`src/hhfs_pkg.sv`:
```
`default_nettype none

package hhfs_pkg;

    // Sizes
    localparam int MAX_HAPS  = 1024;
    localparam int IDX_W     = 10;
    localparam int BANK_AW   = 11;
    localparam int PROB_W    = 32;
    localparam int SUM_W     = 42;
    localparam int NH_W      = 11;
    localparam int FRAC_BITS = 31;
    localparam int LOSS_W    = NH_W + PROB_W;
    localparam int T_W       = 76;
    localparam int P_W       = 108;
    localparam int Y_W       = P_W - FRAC_BITS;
    localparam int Q_W       = 33;
    localparam int APB_AW    = 3;
    localparam int APB_DW    = 32;

    // Fixed-point constants (Q1.31)
    localparam logic [PROB_W-1:0] ONE  = 32'h8000_0000;
    localparam logic [PROB_W-1:0] PMAX = 32'h8000_0000;

    localparam logic [NH_W-1:0] NUM_HAPS_RST = 11'd2;

    // Register index decode (bit 2 of the byte address)
    localparam logic REG_NUM_HAPS = 1'b0;

    typedef struct packed {
        logic [IDX_W-1:0]  hap_index;
        logic [PROB_W-1:0] match_prob;
        logic [PROB_W-1:0] rec_prob;
        logic              first_site;
        logic              last_hap;
    } in_item_t;

    typedef struct packed {
        logic [IDX_W-1:0]  out_index;
        logic [PROB_W-1:0] forward_value;
        logic [SUM_W-1:0]  site_norm;
        logic              norm_valid;
    } out_item_t;

    typedef struct packed {
        logic             start;
        logic [Y_W-1:0]   num;
        logic [SUM_W-1:0] den;
    } div_req_t;

    typedef struct packed {
        logic              done;
        logic [PROB_W-1:0] quot;
    } div_rsp_t;

    typedef enum logic [2:0] {
        ST_IDLE,
        ST_LOAD,
        ST_MUL,
        ST_DIVGO,
        ST_DIV,
        ST_FIN
    } state_t;

endpackage

`default_nettype wire

```
`src/hhfs_div.sv`:
```
`default_nettype none

module hhfs_div (
    input  wire logic                clk,
    input  wire logic                rst_n,
    input  wire hhfs_pkg::div_req_t  req,
    output hhfs_pkg::div_rsp_t       rsp
);
    import hhfs_pkg::*;

    logic             busy_reg;
    logic             done_reg;
    logic             sat_reg;
    logic [5:0]       cnt_reg;
    logic [SUM_W:0]   rem_reg;
    logic [Q_W-1:0]   low_reg;
    logic [Q_W-1:0]   q_reg;
    logic [PROB_W-1:0] quot_reg;

    logic [SUM_W+1:0] num_hi;
    logic [SUM_W:0]   rem_shift;
    logic             qbit;
    logic [SUM_W:0]   rem_next;
    logic [Q_W-1:0]   q_next;

    assign num_hi = req.num[Y_W-1:Q_W];

    // One quotient bit per cycle, restoring
    always_comb
    begin
        rem_shift = {rem_reg[SUM_W-1:0], low_reg[Q_W-1]};
        qbit      = rem_shift >= {1'b0, req.den};
        rem_next  = qbit ? (rem_shift - {1'b0, req.den}) : rem_shift;
        q_next    = {q_reg[Q_W-2:0], qbit};
    end

    // Control
    always_ff @(posedge clk or negedge rst_n)
    begin
        if (!rst_n)
        begin
            busy_reg <= 1'b0;
            done_reg <= 1'b0;
            cnt_reg  <= '0;
        end
        else
        begin
            done_reg <= 1'b0;
            if (req.start)
            begin
                busy_reg <= 1'b1;
                cnt_reg  <= 6'(Q_W);
            end
            else if (busy_reg)
            begin
                cnt_reg <= cnt_reg - 6'd1;
                if (sat_reg || (cnt_reg == 6'd1))
                begin
                    busy_reg <= 1'b0;
                    done_reg <= 1'b1;
                end
            end
        end
    end

    // Datapath
    always_ff @(posedge clk)
    begin
        if (req.start)
        begin
            rem_reg <= num_hi[SUM_W:0];
            low_reg <= req.num[Q_W-1:0];
            q_reg   <= '0;
            sat_reg <= num_hi >= {2'b00, req.den};
        end
        else if (busy_reg)
        begin
            if (sat_reg)
            begin
                quot_reg <= PMAX;
            end
            else
            begin
                rem_reg <= rem_next;
                low_reg <= {low_reg[Q_W-2:0], 1'b0};
                q_reg   <= q_next;
                quot_reg <= (q_next > {1'b0, PMAX}) ? PMAX : q_next[PROB_W-1:0];
            end
        end
    end

    assign rsp.done = done_reg;
    assign rsp.quot = quot_reg;

endmodule

`default_nettype wire
```
`config.mk`:
```
export PLATFORM = sky130hd
export DESIGN_NAME = hhfs_div
export DESIGN_NICKNAME = d
export VERILOG_FILES = /design/src/hhfs_pkg.sv /design/src/hhfs_div.sv
export SDC_FILE = /design/constraint.sdc
export NUM_CORES = 1
export LEC_CHECK = 0
export ABC_AREA = 1
export ABC_CLOCK_PERIOD_IN_PS = 4400
export BUFFER_PORTS_ARGS = -buffer_cell sky130_fd_sc_hd__buf_2
export CAP_MARGIN = 5
export CORE_MARGIN = 10
export CORE_UTILIZATION = 59
export CTS_CLUSTER_DIAMETER = 120
export CTS_CLUSTER_SIZE = 8
export DETAILED_ROUTE_END_ITERATION = 8
export GPL_TIMING_DRIVEN = 0
export PLACE_DENSITY = 0.82
export SLEW_MARGIN = 20
export SYNTH_ARGS = -nofsm -noshare
export SYNTH_HDL_FRONTEND = slang
export SYNTH_SLANG_ARGS = --single-unit
export TNS_END_PERCENT = 5
```
`constraint.sdc`:
```
create_clock -name clk -period 4.4 [get_ports clk]
set_clock_uncertainty 0.05 [all_clocks]
set_input_delay 0.88 -clock clk [delete_from_list [all_inputs] [get_ports clk]]
set_output_delay 0.88 -clock clk [all_outputs]
set_load 0.01 [all_outputs]
```
* Yosys cells after proc, flatten, opt, wreduce, memory -nomap -nowiden
Index checks and enable logic that the tools add are counted.
Cells by class: equal/unequal tests 2, mux-type cells 15, reduce and logical (&&, ||, !) cells 6, add/sub/neg operators 2, $lt $le $gt $ge 3, bitwise gates (word level) 2
Operators by type and width (number):
- $mux 42 | 4
- $mux 33 | 3
- $ge 44x42->1 | 1
- $ge 43x42->1 | 1
- $sub 42x42->42 | 1
- $gt 33x32->1 const B | 1
- $mux 6 | 2
- $eq 6x1->1 const B | 1
- $mux 1 | 6
- $reduce_and 2->1 | 3
- $sub 6x1->6 const B | 1
- $ne 2x2->1 const B | 1
- $not 1->1 | 2
- $reduce_bool 2->1 | 1
- $reduce_or 2->1 | 1
- $logic_or 1x1->1 | 1
Word-level totals: output and inout port bits 33, bits in registers 148, logic and storage cells 38

* Depth between registers and ports, before layout
word-level depth 5, depth in mapped cells 17

* Worst setup path after synthesis
OpenSTA, ideal clock, no wires.
path type input to register, from input port req[119] in the netlist's numbering, to register low_reg[0], enable pin, path slack 0.121 ns, library setup time 0.469 ns, arrival 3.760 ns, stages on the path 4, cells stage by stage clkbuf_1 clkinv_1 o21ai_1 clkbuf_1
On the way: word-level cells in the longest chain between the ends 2
RTL lines:
- start: declaration | line hhfs_div.sv:6 | input wire hhfs_pkg::div_req_t req,
- $ne 2x2->1 (no line) or $reduce_bool 2->1 (tied branches)
- $reduce_and 2->1 (no line) (*)
- end signal: assignment | line hhfs_div.sv:72 | low_reg <= req.num[Q_W-1:0];
- end signal: assignment | line hhfs_div.sv:85 | low_reg <= {low_reg[Q_W-2:0], 1'b0};
- end: declaration | line hhfs_div.sv:16 | logic [Q_W-1:0] low_reg;
Every way passes the cells marked *; elsewhere a longest branch is shown, timed or not. A chain may end at the register's enable or synchronous reset.

* Worst setup path in the final report
from input port req[7] in the netlist's numbering, to register quot_reg[6] (data pin)
On the way: word-level cells in the longest chain between the ends 3
RTL lines:
- $ge 43x42->1 | line hhfs_div.sv:32 | qbit = rem_shift >= {1'b0, req.den};
- $gt 33x32->1 | line hhfs_div.sv:87 | quot_reg <= (q_next > {1'b0, PMAX}) ? PMAX : q_next[PROB_W-1:0];
- $reduce_or 2->1 (no line)
- end signal: assignment | line hhfs_div.sv:87
- end: declaration | line hhfs_div.sv:18 | logic [PROB_W-1:0] quot_reg;
No other way between the ends.

==> flow_metrics.env <==
export IMPL_status="completed"
export IMPL_htree_levels=4
export IMPL_cts_clk_slew_worst_paths_ns=0.07
export IMPL_synthTopCellsByArea="edfxtp_1 (29%), nand2_1 (20%), ha_1 (9.7%)"
export IMPL_pwr_share_seq=0.337
export IMPL_synth_cells=1600
export IMPL_rrSetupSlack_ns=1.38
export IMPL_drv_slew=0
export IMPL_largest_register_ffs=42
export IMPL_n_antenna_cell=0
export IMPL_hold_viol_final=0
export IMPL_placementRows=50
export IMPL_synth_nets=1809
export IMPL_drtPass1Iterations=5
export IMPL_die_area_um2=24670
export IMPL_synth_top_area_share=0.2925
export IMPL_swShare=0.4082
export IMPL_fillers=1611
export IMPL_clock_path_buffers=2
export IMPL_hold_path_class="in -> async"
export IMPL_synth_warnings=0
export IMPL_via_per_inst=5.447
export IMPL_cp_max_fo=10
export IMPL_crit_type="in -> reg"
export IMPL_ys_seq_area_frac=0.3684
export IMPL_syn_avg_cell_area_um2=6.929
export IMPL_track_usage=0.2886
export IMPL_cts_resized=0
export IMPL_fin_total_pwr_mw=5.413
export IMPL_clk_latency_ns=0.45
export IMPL_start_util=0.5967
export IMPL_finalSetupViolCount=0
export IMPL_fin_crit_ns=3.177
export IMPL_cp_arrival_ns=3.29
export IMPL_slew_headroom=0.3085
export IMPL_io_pins=155
export IMPL_maxCapViolCount=0
export IMPL_ys_flop_type="edfxtp_1"
export IMPL_io_buffers=154
export IMPL_fin_crit_sh=0.7220
export IMPL_r2r_worst_path_cells=11
export IMPL_worstMarginPinSlew_ns=1.037
export IMPL_grt_pass1_vias=10780
export IMPL_drt_iter0_drc=887
export IMPL_post_cts_buffers=0
export IMPL_drc=0
export IMPL_cts_tree="done"
export IMPL_synth_area_leader_cell="edfxtp_1"
export IMPL_r2r_start="rem_reg[7]$_DFFE_PP_"
export IMPL_synth_edf_count=108
export IMPL_p_sw_mw=2.209
export IMPL_final_util=0.6863
export IMPL_cts_sinks=148
export IMPL_grt_pass1_wl_mm=55.67
export IMPL_post_route_cells_drive_above_1_share=0.1326
export IMPL_end_kind="flip-flop"
export IMPL_core_um2=18580
export IMPL_worstPathRequired_ns=4.52
export IMPL_p_leak_nw=6.639
export IMPL_p_per_area_nw_per_um2=424.5
export IMPL_ir_drop_mv=0.2936
export IMPL_dp_hpwl_mm=28.39
export IMPL_wl_mm=35.61
export IMPL_nets=1984
export IMPL_drtAntennaViolNets=0
export IMPL_hold_ws_ns=0.2243
export IMPL_synth_seq_cells=148
export IMPL_synth_cell_types=43
export IMPL_wire_per_inst_um=17.61
export IMPL_async_flop_share=0.05405
export IMPL_area_growth_pct=15.01
export IMPL_r2r_end="quot_reg[6]$_SDFFCE_PP0P_"
export IMPL_overflow=0
export IMPL_comb_power_share=0.402
export IMPL_p_clk_frac=0.262
export IMPL_cp_start_kind="primary input"
export IMPL_antenna_found_initial=0
export IMPL_grt_setup_unrepaired="false"
export IMPL_clockRootBuffer="clkbuf_16"
export IMPL_route_vias_total=11010
export IMPL_gp_congestion=0.9737
export IMPL_fmax_ghz=0.3148
export IMPL_ctsHoldBuffers=0
export IMPL_die_x_um=157.1
export IMPL_grt_max_degree=50
export IMPL_cts_buffers_inserted=17
export IMPL_p_int_mw=3.203
export IMPL_synth_area_um2=11090
export IMPL_die_y_um=157.1
logic make-up (layout without fill, tap and decap cells):
group / Yosys count / count (layout) / synth area share
AOI/OAI and AO/OA: 170 / 170 / 0.08487
xor gates and xnor gates: 17 / 17 / 0.01343
adders and majority gates: 87 / 87 / 0.09886
buffers and inverters: 302 / 490 / 0.1066
DFF: 148 / 148 / 0.3684
and+or+nand+nor: 876 / 876 / 0.3278
power groups by stage:
stage	registers [mW]	logic (mW)	clock network, mW
detailed placement	1.85	2.12	0
CTS	1.82	2.14	1.42
global placement	1.85	2.06	0
global route	1.84	2.44	1.46
floorplan	1.84	1.51	0
finish	1.82	2.17	1.42
synth_stat cells (all sizes together), types with 15 or more instances:
library cell    n
ha             86
o22ai          31
nand4          30
nand2         596
o21ai          27
dfxtp          32
inv           263
a21oi          96
nor2          148
clkbuf         23
nand3          66
buf            15
edfxtp        108
nand3b         15
routing by layer:
layer,GRT usage,vias to the layer above,part of all wire
met2,0.4617,481,0.45
li1,-,5467,-
met1,0.3711,4994,0.43
met3,0.06659,71,0.086
met4,0.1131,0,0.036
met5,0,-,0
layout make-up:
type                       instances  area, um2  area share
buffer                            38      195.2     0.01531
clock buffer                      18      429.2     0.03366
clock inverter                    14      120.1    0.009420
inverter                         264      991.0     0.07772
multi-input combinational       1150       5828      0.4571
sequential                       148       4084      0.3203
tap                              234      292.8     0.02296
timing repair buffer             156      810.8     0.06359
critical path, cell delays in order:
cell	delay (ns)
buf_2	0.08
inv_1	0.06
ha_1	0.35
nand2_1	0.15
nor2_2	0.25
nand4_1	0.13
nand3_1	0.23
nand2_1	0.14
nand2_1	0.14
nand3_2	0.29
nand3_1	0.22
buf_2	0.25
a21oi_1	0.11
through the flow:
| stage | setup WS, ns | instances | area [um2] | TNS, ns |
|---|---|---|---|---|
| 2_1_floorplan | 0.1214 | 1600 | 11090 | 0 |
| 3_3_place_gp | -1.433 | 1988 | 12150 | -118.75 |
| 3_5_place_dp | 0.8904 | 1990 | 12200 | 0 |
| 4_1_cts | 1.333 | 2022 | 12750 | 0 |
| 5_1_grt | 1.058 | 2022 | 12750 | 0 |
| 6_report | 1.223 | 2022 | 12750 | 0 |
worst max path at each step:
stage,from,end,cells past startpoint
global placement,req[119],rem_reg[41]$_DFFE_PP_,5
finish,req[7],quot_reg[6]$_SDFFCE_PP0P_,13
CTS,req[8],quot_reg[6]$_SDFFCE_PP0P_,13
detailed placement,req[8],quot_reg[22]$_SDFFCE_PP0P_,13
global route,req[8],quot_reg[22]$_SDFFCE_PP0P_,13
floorplan,req[119],low_reg[0]$_SDFFCE_PN0P_,4
layout by cell type, fill, tap and decap left out, drive strengths merged, types with 31 or more instances in the layout:
cell    synthesis  layout
inv           263     271
nand2         596     596
buf            15     171
edfxtp        108     108
nor2          148     148
o22ai          31      31
nand3          66      66
ha             86      86
clkbuf         23      41
dfxtp          32      32
a21oi          96      96
Note: power is estimated with default switching activity, not from simulation.
