$ cat src/hhfs_pkg.sv
`default_nettype none

package hhfs_pkg;

    // Sizes
    localparam int MAX_HAPS  = 1024;
    localparam int IDX_W     = 10;
    localparam int BANK_AW   = 11;
    localparam int PROB_W    = 32;
    localparam int SUM_W     = 42;
    localparam int NH_W      = 11;
    localparam int FRAC_BITS = 31;
    localparam int LOSS_W    = NH_W + PROB_W;
    localparam int T_W       = 76;
    localparam int P_W       = 108;
    localparam int Y_W       = P_W - FRAC_BITS;
    localparam int Q_W       = 33;
    localparam int APB_AW    = 3;
    localparam int APB_DW    = 32;

    // Fixed-point constants (Q1.31)
    localparam logic [PROB_W-1:0] ONE  = 32'h8000_0000;
    localparam logic [PROB_W-1:0] PMAX = 32'h8000_0000;

    localparam logic [NH_W-1:0] NUM_HAPS_RST = 11'd2;

    // Register index decode (bit 2 of the byte address)
    localparam logic REG_NUM_HAPS = 1'b0;

    typedef struct packed {
        logic [IDX_W-1:0]  hap_index;
        logic [PROB_W-1:0] match_prob;
        logic [PROB_W-1:0] rec_prob;
        logic              first_site;
        logic              last_hap;
    } in_item_t;

    typedef struct packed {
        logic [IDX_W-1:0]  out_index;
        logic [PROB_W-1:0] forward_value;
        logic [SUM_W-1:0]  site_norm;
        logic              norm_valid;
    } out_item_t;

    typedef struct packed {
        logic             start;
        logic [Y_W-1:0]   num;
        logic [SUM_W-1:0] den;
    } div_req_t;

    typedef struct packed {
        logic              done;
        logic [PROB_W-1:0] quot;
    } div_rsp_t;

    typedef enum logic [2:0] {
        ST_IDLE,
        ST_LOAD,
        ST_MUL,
        ST_DIVGO,
        ST_DIV,
        ST_FIN
    } state_t;

endpackage

`default_nettype wire

$ cat src/hhfs_cfg.sv
`default_nettype none

module hhfs_cfg (
    input  wire logic                         clk,
    input  wire logic                         rst_n,
    input  wire logic                         psel,
    input  wire logic                         penable,
    input  wire logic                         pwrite,
    input  wire logic [hhfs_pkg::APB_AW-1:0] paddr,
    input  wire logic [hhfs_pkg::APB_DW-1:0] pwdata,
    output logic      [hhfs_pkg::APB_DW-1:0] prdata,
    output logic                              pready,
    output logic      [hhfs_pkg::NH_W-1:0]   num_haps
);
    import hhfs_pkg::*;

    logic [NH_W-1:0] num_haps_reg;
    logic            wr_hit;

    assign pready = 1'b1;
    assign wr_hit = psel && penable && pwrite && (paddr[2] == REG_NUM_HAPS);

    // num_haps register
    always_ff @(posedge clk or negedge rst_n)
    begin
        if (!rst_n)
        begin
            num_haps_reg <= NUM_HAPS_RST;
        end
        else if (wr_hit)
        begin
            num_haps_reg <= pwdata[NH_W-1:0];
        end
    end

    // Readback
    always_comb
    begin
        prdata = '0;
        if (paddr[2] == REG_NUM_HAPS)
        begin
            prdata = {{(APB_DW-NH_W){1'b0}}, num_haps_reg};
        end
    end

    assign num_haps = num_haps_reg;

endmodule

`default_nettype wire

$ cat config.mk
export PLATFORM = sky130hd
export DESIGN_NAME = hhfs_cfg
export DESIGN_NICKNAME = d
export VERILOG_FILES = /design/src/hhfs_pkg.sv /design/src/hhfs_cfg.sv
export SDC_FILE = /design/constraint.sdc
export NUM_CORES = 1
export LEC_CHECK = 0
export BUFFER_PORTS_ARGS = -buffer_cell sky130_fd_sc_hd__buf_2
export CORE_UTILIZATION = 31
export CTS_BUF_LIST = sky130_fd_sc_hd__clkbuf_2 sky130_fd_sc_hd__clkbuf_4 sky130_fd_sc_hd__clkbuf_8
export DETAILED_ROUTE_END_ITERATION = 10
export GPL_ROUTABILITY_DRIVEN = 0
export PLACE_DENSITY = 0.8
export SLEW_MARGIN = 25
export SYNTH_ARGS = -nofsm -noshare
export SYNTH_HDL_FRONTEND = slang
export SYNTH_SLANG_ARGS = --single-unit
$ cat constraint.sdc
create_clock -name clk -period 0.8 [get_ports clk]
set_input_delay 0.16 -clock clk [delete_from_list [all_inputs] [get_ports clk]]
set_output_delay 0.16 -clock clk [all_outputs]
set_load 0.005 [all_outputs]
# After elaboration in Yosys (flattened, before gate mapping)
# Index checks and enable logic that the tools add are counted.
[word_totals]
in_bits = 40
elab_cells = 6
register_bits = 11
[classes]
n_bitwise = 1
n_mux = 1
reduce_logical = 3
[op_table]
columns = ["op", "n"]
rows = [
  ["$mux W11", 1],
  ["$logic_and A1 B1 Y1", 3],
  ["$not A1 Y1", 1],
]

# Longest topological paths before layout
# Gate-level depths: netlist of the first run.
[depth]
ltp_word = 3
mapped_depth = 3
ltp_nobuf = 2

# Least setup slack after synthesis of the first run
# OpenSTA, ideal clock, no wires.
[synth_path]
kind = "in2reg"
startpoint = "in paddr[2] in the netlist's numbering"
endpoint = "reg num_haps_reg[0], in the netlist num_haps[0]"
setup_slack_ns = -0.088
n_path_buf = 1
arrival_time_ns = 0.763
required_ns = 0.675
setup_ns = 0.125
stages = 3
cell_sequence = "nand4b_4 buf_6 mux2_4"
[synth_via]
elab_chain_cells = 2
[synth_lines]
columns = ["element", "line", "rtl"]
rows = [
  ["start: declaration", "hhfs_cfg.sv:9", "input wire logic [hhfs_pkg::APB_AW-1:0] paddr,"],
  ["$not A1 Y1", "-", ""],
  ["$logic_and A1 B1 Y1", "hhfs_cfg.sv:21", "assign wr_hit = psel && penable && pwrite && (paddr[2] == REG_NUM_HAPS);"],
  ["end signal: assignment", "hhfs_cfg.sv:32", "num_haps_reg <= pwdata[NH_W-1:0];"],
  ["end: declaration", "hhfs_cfg.sv:17", "logic [NH_W-1:0] num_haps_reg;"],
]
# No other way between the ends.
# A chain may end at the register's enable or synchronous reset.

# Final worst setup path of the first run
[layout_path]
startpoint = "reg num_haps_reg[1], in the netlist num_haps[1]"
endpoint = "out prdata[1] in the netlist's numbering"
[layout_via]
elab_chain_cells = 1
[layout_lines]
columns = ["element", "line", "rtl"]
rows = [
  ["$mux W11", "hhfs_cfg.sv:40", "if (paddr[2] == REG_NUM_HAPS)"],
  ["end: declaration", "hhfs_cfg.sv:11", "output logic [hhfs_pkg::APB_DW-1:0] prdata,"],
]
# No other way between the ends.

==> results of run 1 <==
[power groups by stage]
stage | logic [uW] | clock network (uW) | registers (uW)
2_1_floorplan | 377 | 0 | 786
3_3_place_gp | 565 | 0 | 777
3_5_place_dp | 574 | 0 | 789
4_1_cts | 693 | 375 | 772
5_1_grt | 896 | 412 | 794
6_report | 823 | 359 | 777
[per-stage QoR]
| step | power [uW] | cell area (sq um) | setup WS [ps] | setup TNS [ps] |
|---|---|---|---|---|
| after floorplan | 1160 | 802 | -87.9 | -850 |
| after global routing | 2100 | 1020 | -424 | -6850 |
| final | 1960 | 1020 | -375 | -5710 |
| after CTS | 1840 | 961 | -388 | -5470 |
| after detailed placement | 1360 | 855 | -337 | -3990 |
| after global placement | 1340 | 855 | -317 | -3830 |
[worst max-delay path, stage by stage (launching register included)]
cell and delay [ps]:
dfstp_2 540, nor2b_4 120, buf_2 100
[cells in the final DEF, fill, tap and decap left out]
cell           Yosys  routed
buf_6              1      10
mux2_2             1       1
nor2b_1           10       8
nor2b_2            0       1
clkinv_2           0       1
dfrtp_1           10      10
dfstp_2            1       1
buf_4             22       2
and2b_1            1       1
dlygate4sd3_1      0       1
buf_12             0       1
mux2_4            10      10
conb_1             2      22
nand4b_4           1       1
buf_2              0      36
clkbuf_4           0       3
nor2b_4            0       1
[routing by layer]
metal	share of wire	track usage
met1	0.39	0.106
met2	0.50	0.182
met3	0.10	0.0576
met4	0	0.0143
met5	0	0
[path summary, 6_finish.rpt]
path / slack (ps) / startpoint / to / cells after the start
worst min register to register: 520 / num_haps[4] / num_haps[4] / 1
min in group asynchronous: 280 / rst_n / num_haps[10] / 2
worst max register to register: -160 / num_haps[0] / num_haps[0] / 3
max in group asynchronous: 250 / rst_n / num_haps[1] / 2
worst max-delay path: -370 / num_haps[1] / prdata[1] / 2
worst min-delay path: 120 / pwdata[9] / num_haps[9] / 2
[timing repair]
| action | 4_1_cts | 5_1_grt |
|---|---|---|
| hold buffers | 1 | 0 |
| pin swaps | 0 | 0 |
| gates resized for setup | 1 | 10 |
| setup buffers | 7 | 3 |
| hold endpoints to repair | 10 | 0 |
| setup endpoints to repair | 33 | 29 |
[layout make-up]
| class | instances | area (sq um) |
|---|---|---|
| Sequential cell | 11 | 277 |
| Multi-Input combinational cell | 45 | 348 |
| Clock inverter | 1 | 5.00 |
| Clock buffer | 3 | 22.5 |
| Tap cell | 28 | 35.0 |
| Fill cell | 223 | 1170 |
| Timing Repair Buffer | 50 | 338 |
[cells by family (layout without fill, tap and decap cells)]
family / after synthesis / after routing / share of synthesized area
flip-flops: 11 / 11 / 0.384
buffers and inverters: 24 / 54 / 0.250
other: 2 / 22 / 0.0104
AND/OR/NAND/NOR: 12 / 12 / 0.130
multiplexers: 11 / 11 / 0.224
==> metrics.md, run 1 <==
| Metric | Value |
|---|---|
| Min-delay worst type | primary input to register |
| DR vias | 516 |
| DRC violations left | 0 |
| Crit path required time | 640 ps |
| Final Max Slew Viols | 0 |
| Non-Filler Instances | 138 |
| Die Area | 2520 sq um |
| Layout area overhead | 42.4% |
| Clock buffer depth | 2 |
| Largest net degree at the start of global routing | 12 |
| Vias/cell | 3.74 |
| Mapped Cells | 60 |
| Netlist cell types | 11 |
| Synthesis Warnings | 0 |
| Antenna violations before repair | 0 |
| RSZ-0062 raised after global routing | yes |
| Routed Antenna Nets | 0 |
| # Max-Cap Violations | 0 |
| Initial DRT Pass Iterations | 2 |
| Initial DRC count | 2 |
| Worst endpoint data arrival time | 1010 ps |
| Grt total ovfl | 0 |
| Async SR Flop Fraction | 1.00 |
| H-tree Lvls | 1 |
| Average cell area after synthesis | 12.0 sq um |
| Max reg flops | 11 |
| Core Rows | 17 |
| Most frequent cells after synthesis | buf_4, dfrtp_1, mux2_4, nor2b_1, conb_1 |
| ANT cells | 0 |
| P per Cell Area | 1910 nW/um^2 |
| Dpl hpwl | 1.01 mm |
| Internal power | 1450 uW |
| FMAX | 851 MHz |
| CTS clk-pin slew, worst paths | 70 ps |
| Worst setup EP type | output pin |
| Die H | 50.2 um |
| Worst skew pair latency | 270 ps |
| Status | complete, but fails checks |
| Leakage | 0.000606 uW |
| Max VDD drop | 1250 uV |
| Nets@finish | 151 |
| Final WS setup | -375 ps |
| Failing checks | setup timing |
| CP startpoint kind | register |
| Gr usage total | 0.103 |
| FF+latch count, synth | 11 |
| Global-route wire length before repair | 1.86 mm |
| Final Hold Vio Count | 0 |
| Cts bufs inserted | 3 |
| Clk sink count | 11 |
| Routed WL | 1.27 mm |
| Vias in the first global route | 426 |
| Layout cells sized above 1 | 0.618 |
| Core area | 2190 sq um |
| Crit path max fanout | 3 |
| Yosys top cell area share | 0.348 |
| Mapped Area | 719 sq um |
| Final Cycle Share | 1.47 |
| Initial Utilization | 0.328 |
| Power share of the combinational group | 0.420 |
| Sw Ratio | 0.262 |
| # IOs | 84 |
| Clock skew | 0 ps |
| Avg WL per Cell | 9.20 um |
| Yosys top cell by area | dfrtp_1 |
| Minimum clock period | 1170 ps |
| Clk network pwr share | 0.183 |
| Final setup vio count | 30 |
| Hold WS | 120 ps |
| Sequential area share after synthesis | 0.384 |
| Finished Core Util | 0.468 |
| CTS root buf | clkbuf_4 |
| Post-synth EDFFs | 0 |
| TritonCTS clock tree | built |
| PortBufs | 38 |
| Area contributors post-synth | dfrtp_1, buf_4, mux2_4 |
| Cell with the most instances after synthesis | buf_4 |
| Top_reg_cell synth | dfrtp_1 |
| Sequential Power Share | 0.397 |
| Width of the die | 50.2 um |
| DP Cell Count | 123 |
| Net switching power | 513 uW |
| Crit Path Class | register to output pin |
(Power assumes the default switching activity.)
==> run 2, diff against run 1 <==
--- a/config.mk
+++ b/config.mk
@@ -5,6 +5,7 @@
 export SDC_FILE = /design/constraint.sdc
 export NUM_CORES = 1
 export LEC_CHECK = 0
+export ABC_AREA = 1
 export BUFFER_PORTS_ARGS = -buffer_cell sky130_fd_sc_hd__buf_2
 export CORE_UTILIZATION = 31
 export CTS_BUF_LIST = sky130_fd_sc_hd__clkbuf_2 sky130_fd_sc_hd__clkbuf_4 sky130_fd_sc_hd__clkbuf_8
==> metrics.md, run 2 <==
| Metric | Value |
|---|---|
| Compound-Gate Fraction of Synth Area | 0 |
| Crit-path slowest cell | dfstp_2 |
| DR vias | 682 |
| Clock buffer depth | 2 |
| Yosys top cell area share | 0.348 |
| RSZ-0062 raised after global routing | yes |
| Antenna violations before repair | 0 |
| Initial DRT Pass Iterations | 6 |
| Leakage | 0.000660 uW |
| Fillcell total | 232 |
| Clk sink count | 11 |
| Register area | 277 sq um |
| H-tree Lvls | 1 |
| Worst endpoint data arrival time | 1010 ps |
| Largest family of logic cells by synthesized area | buffers and inverters |
| ANT cells | 0 |
| Most frequent cells after synthesis | nand2_1, buf_4, inv_1 |
| Synth Area in Adders | 0 |
| Critical path, cell by cell | inv_1 > nor2_1 > buf_2 |
| Nets@finish | 194 |
| Internal power | 1290 uW |
| Routed WL | 1.48 mm |
| Vias/cell | 3.77 |
| Final Hold Vio Count | 0 |
| Worst skew pair latency | 260 ps |
| Initial Utilization | 0.328 |
| Crit path required time | 640 ps |
| Worst setup EP type | output pin |
| CP Buf/Inv Count | 2 |
| Mapped Cells | 99 |
| Final Cycle Share | 1.46 |
| Routed Antenna Nets | 0 |
| Min-delay worst type | primary input to register |
| CTS root buf | clkbuf_4 |
| Async SR Flop Fraction | 1.00 |
| # Max-Cap Violations | 0 |
| Xor/xnor share of the synthesized area | 0 |
| CTS clk-pin slew, worst paths | 70 ps |
| Yosys top cell by area | dfrtp_1 |
| Core Rows | 17 |
| Average cell area after synthesis | 7.27 sq um |
| Die Area | 2520 sq um |
| Sequential Power Share | 0.401 |
| Mapped Area | 719 sq um |
| Layout area overhead | 41.7% |
| Hold path endpoint | num_haps[1] |
| Post-Synth Simple-Gate Area | 0.268 |
| Hold WS | 105 ps |
| Net switching power | 554 uW |
| Initial DRC count | 7 |
| Worst reg2reg path endpoint | num_haps[10] |
| Width of the die | 50.2 um |
| Sequential area share after synthesis | 0.384 |
| Avg WL per Cell | 8.19 um |
| Final setup vio count | 26 |
| Clock skew | 0 ps |
| Power share of the combinational group | 0.372 |
| Minimum clock period | 1170 ps |
| Status | complete, but fails checks |
| Post-synth EDFFs | 0 |
| FMAX | 855 MHz |
| Sw Ratio | 0.300 |
| PortBufs | 38 |
| Failing checks | setup timing |
| Netlist cell types | 11 |
| Cts bufs inserted | 3 |
| Mux share of post-synthesis cell area | 0 |
| Max VDD drop | 833 uV |
| Final WS setup | -370 ps |
| Most common cell after layout, fill and taps aside | buf_2 |
| Hold Path Depth | 3 |
| Largest net degree at the start of global routing | 12 |
| Reg2reg setup slack | -60 ps |
| Crit path max fanout | 3 |
| Max reg flops | 11 |
| Die H | 50.2 um |
| HP Start | pwdata[1] |
| Gr usage total | 0.127 |
| Area of the multi-input gates | 280 sq um |
| # IOs | 84 |
| Core area | 2190 sq um |
| P per Cell Area | 1810 nW/um^2 |
| Crit Path Class | register to output pin |
| CP startpoint kind | register |
| Grt total ovfl | 0 |
| DRC violations left | 0 |
| Global-route wire length before repair | 2.34 mm |
| Cell with the most instances after synthesis | nand2_1 |
| Top_reg_cell synth | dfrtp_1 |
| Commonest cells after routing, fill and taps aside | buf_2, nand2_1, conb_1 |
| RR Startpoint | num_haps[10] |
| Dpl hpwl | 1.07 mm |
| Vias in the first global route | 540 |
| Tot Pwr | 1850 uW |
| Synthesis Warnings | 0 |
| FF+latch count, synth | 11 |
| TritonCTS clock tree | built |
| Worst reg2reg path depth | 4 |
| Clk network pwr share | 0.227 |
| Area contributors post-synth | dfrtp_1, buf_4, nand2_1 |
| Crit-path leading delay family | flip-flops |
| Slowest cell delay on critical path | 540 ps |
| Final Max Slew Viols | 0 |
| Layout cells sized above 1 | 0.412 |
| Finished Core Util | 0.465 |
[run 2: cell types whose count changed in the layout (fill, tap and decap cells not counted), sizes merged, moves of 6 or more]
cell / change
inv: +13
nand2: +24
nor2b: -10
nand3: +11
buf: +6
nor2: +12
mux2: -11
[run 2: logic make-up after synthesis]
family	count (synthesis)
flops	11
other cells	2
buf+inv	39
simple gates	47
[run 2: power groups by stage]
stage                     Clock [uW]  Sequential [uW]  Combinational, uW
after detailed placement           0              754                452
after CTS                        436              736                569
after global placement             0              752                443
after global routing             475              759                779
after floorplan                    0              760                284
final                            419              741                688
[run 2: worst max path at each step]
stage | startpoint | to | slack (ps) | cells after the start
2_1_floorplan | num_haps[1] | prdata[1] | -20 | 2
3_3_place_gp | paddr[2] | num_haps[8] | -150 | 5
3_5_place_dp | paddr[2] | num_haps[6] | -150 | 5
4_1_cts | num_haps[1] | prdata[1] | -390 | 3
5_1_grt | num_haps[1] | prdata[1] | -430 | 3
6_report | num_haps[1] | prdata[1] | -370 | 3
[run 2: area by class of cell]
class	count	area share
multi-input cells	69	0.275
inverters	13	0.0479
clock buffers	4	0.0294
repair buffers	56	0.342
flip-flops and latches	11	0.271
well taps	28	0.0344
[run 2: layer usage]
layer,part of all wire,global-route usage
met1,0.40,0.131
met2,0.50,0.227
met3,0.081,0.0424
met4,0.010,0.0571
met5,0,0
[run 2: metrics by stage]
stage / area, sq um / setup TNS (ps) / std cells / worst slack (ps)
floorplan: 795 / -17.4 / 119 / -17.4
finish: 1020 / -4650 / 181 / -370
CTS: 956 / -4600 / 176 / -389
global route: 1020 / -6140 / 181 / -434
global placement: 856 / -1600 / 163 / -153
detailed placement: 856 / -1520 / 163 / -148
[run 2: worst min-delay path, cell delays in order]
cell	delay, ps
buf_2	90
nand3_1	60
nand2_1	50
[run 2: timing repair]
item | CTS | global route
pin swaps | 0 | 3
endpoints found under the hold margin | 11 | 0
endpoints found under the setup margin | 22 | 25
hold buffers | 1 | 0
resized for setup | 0 | 7
buffers inserted | 8 | 7
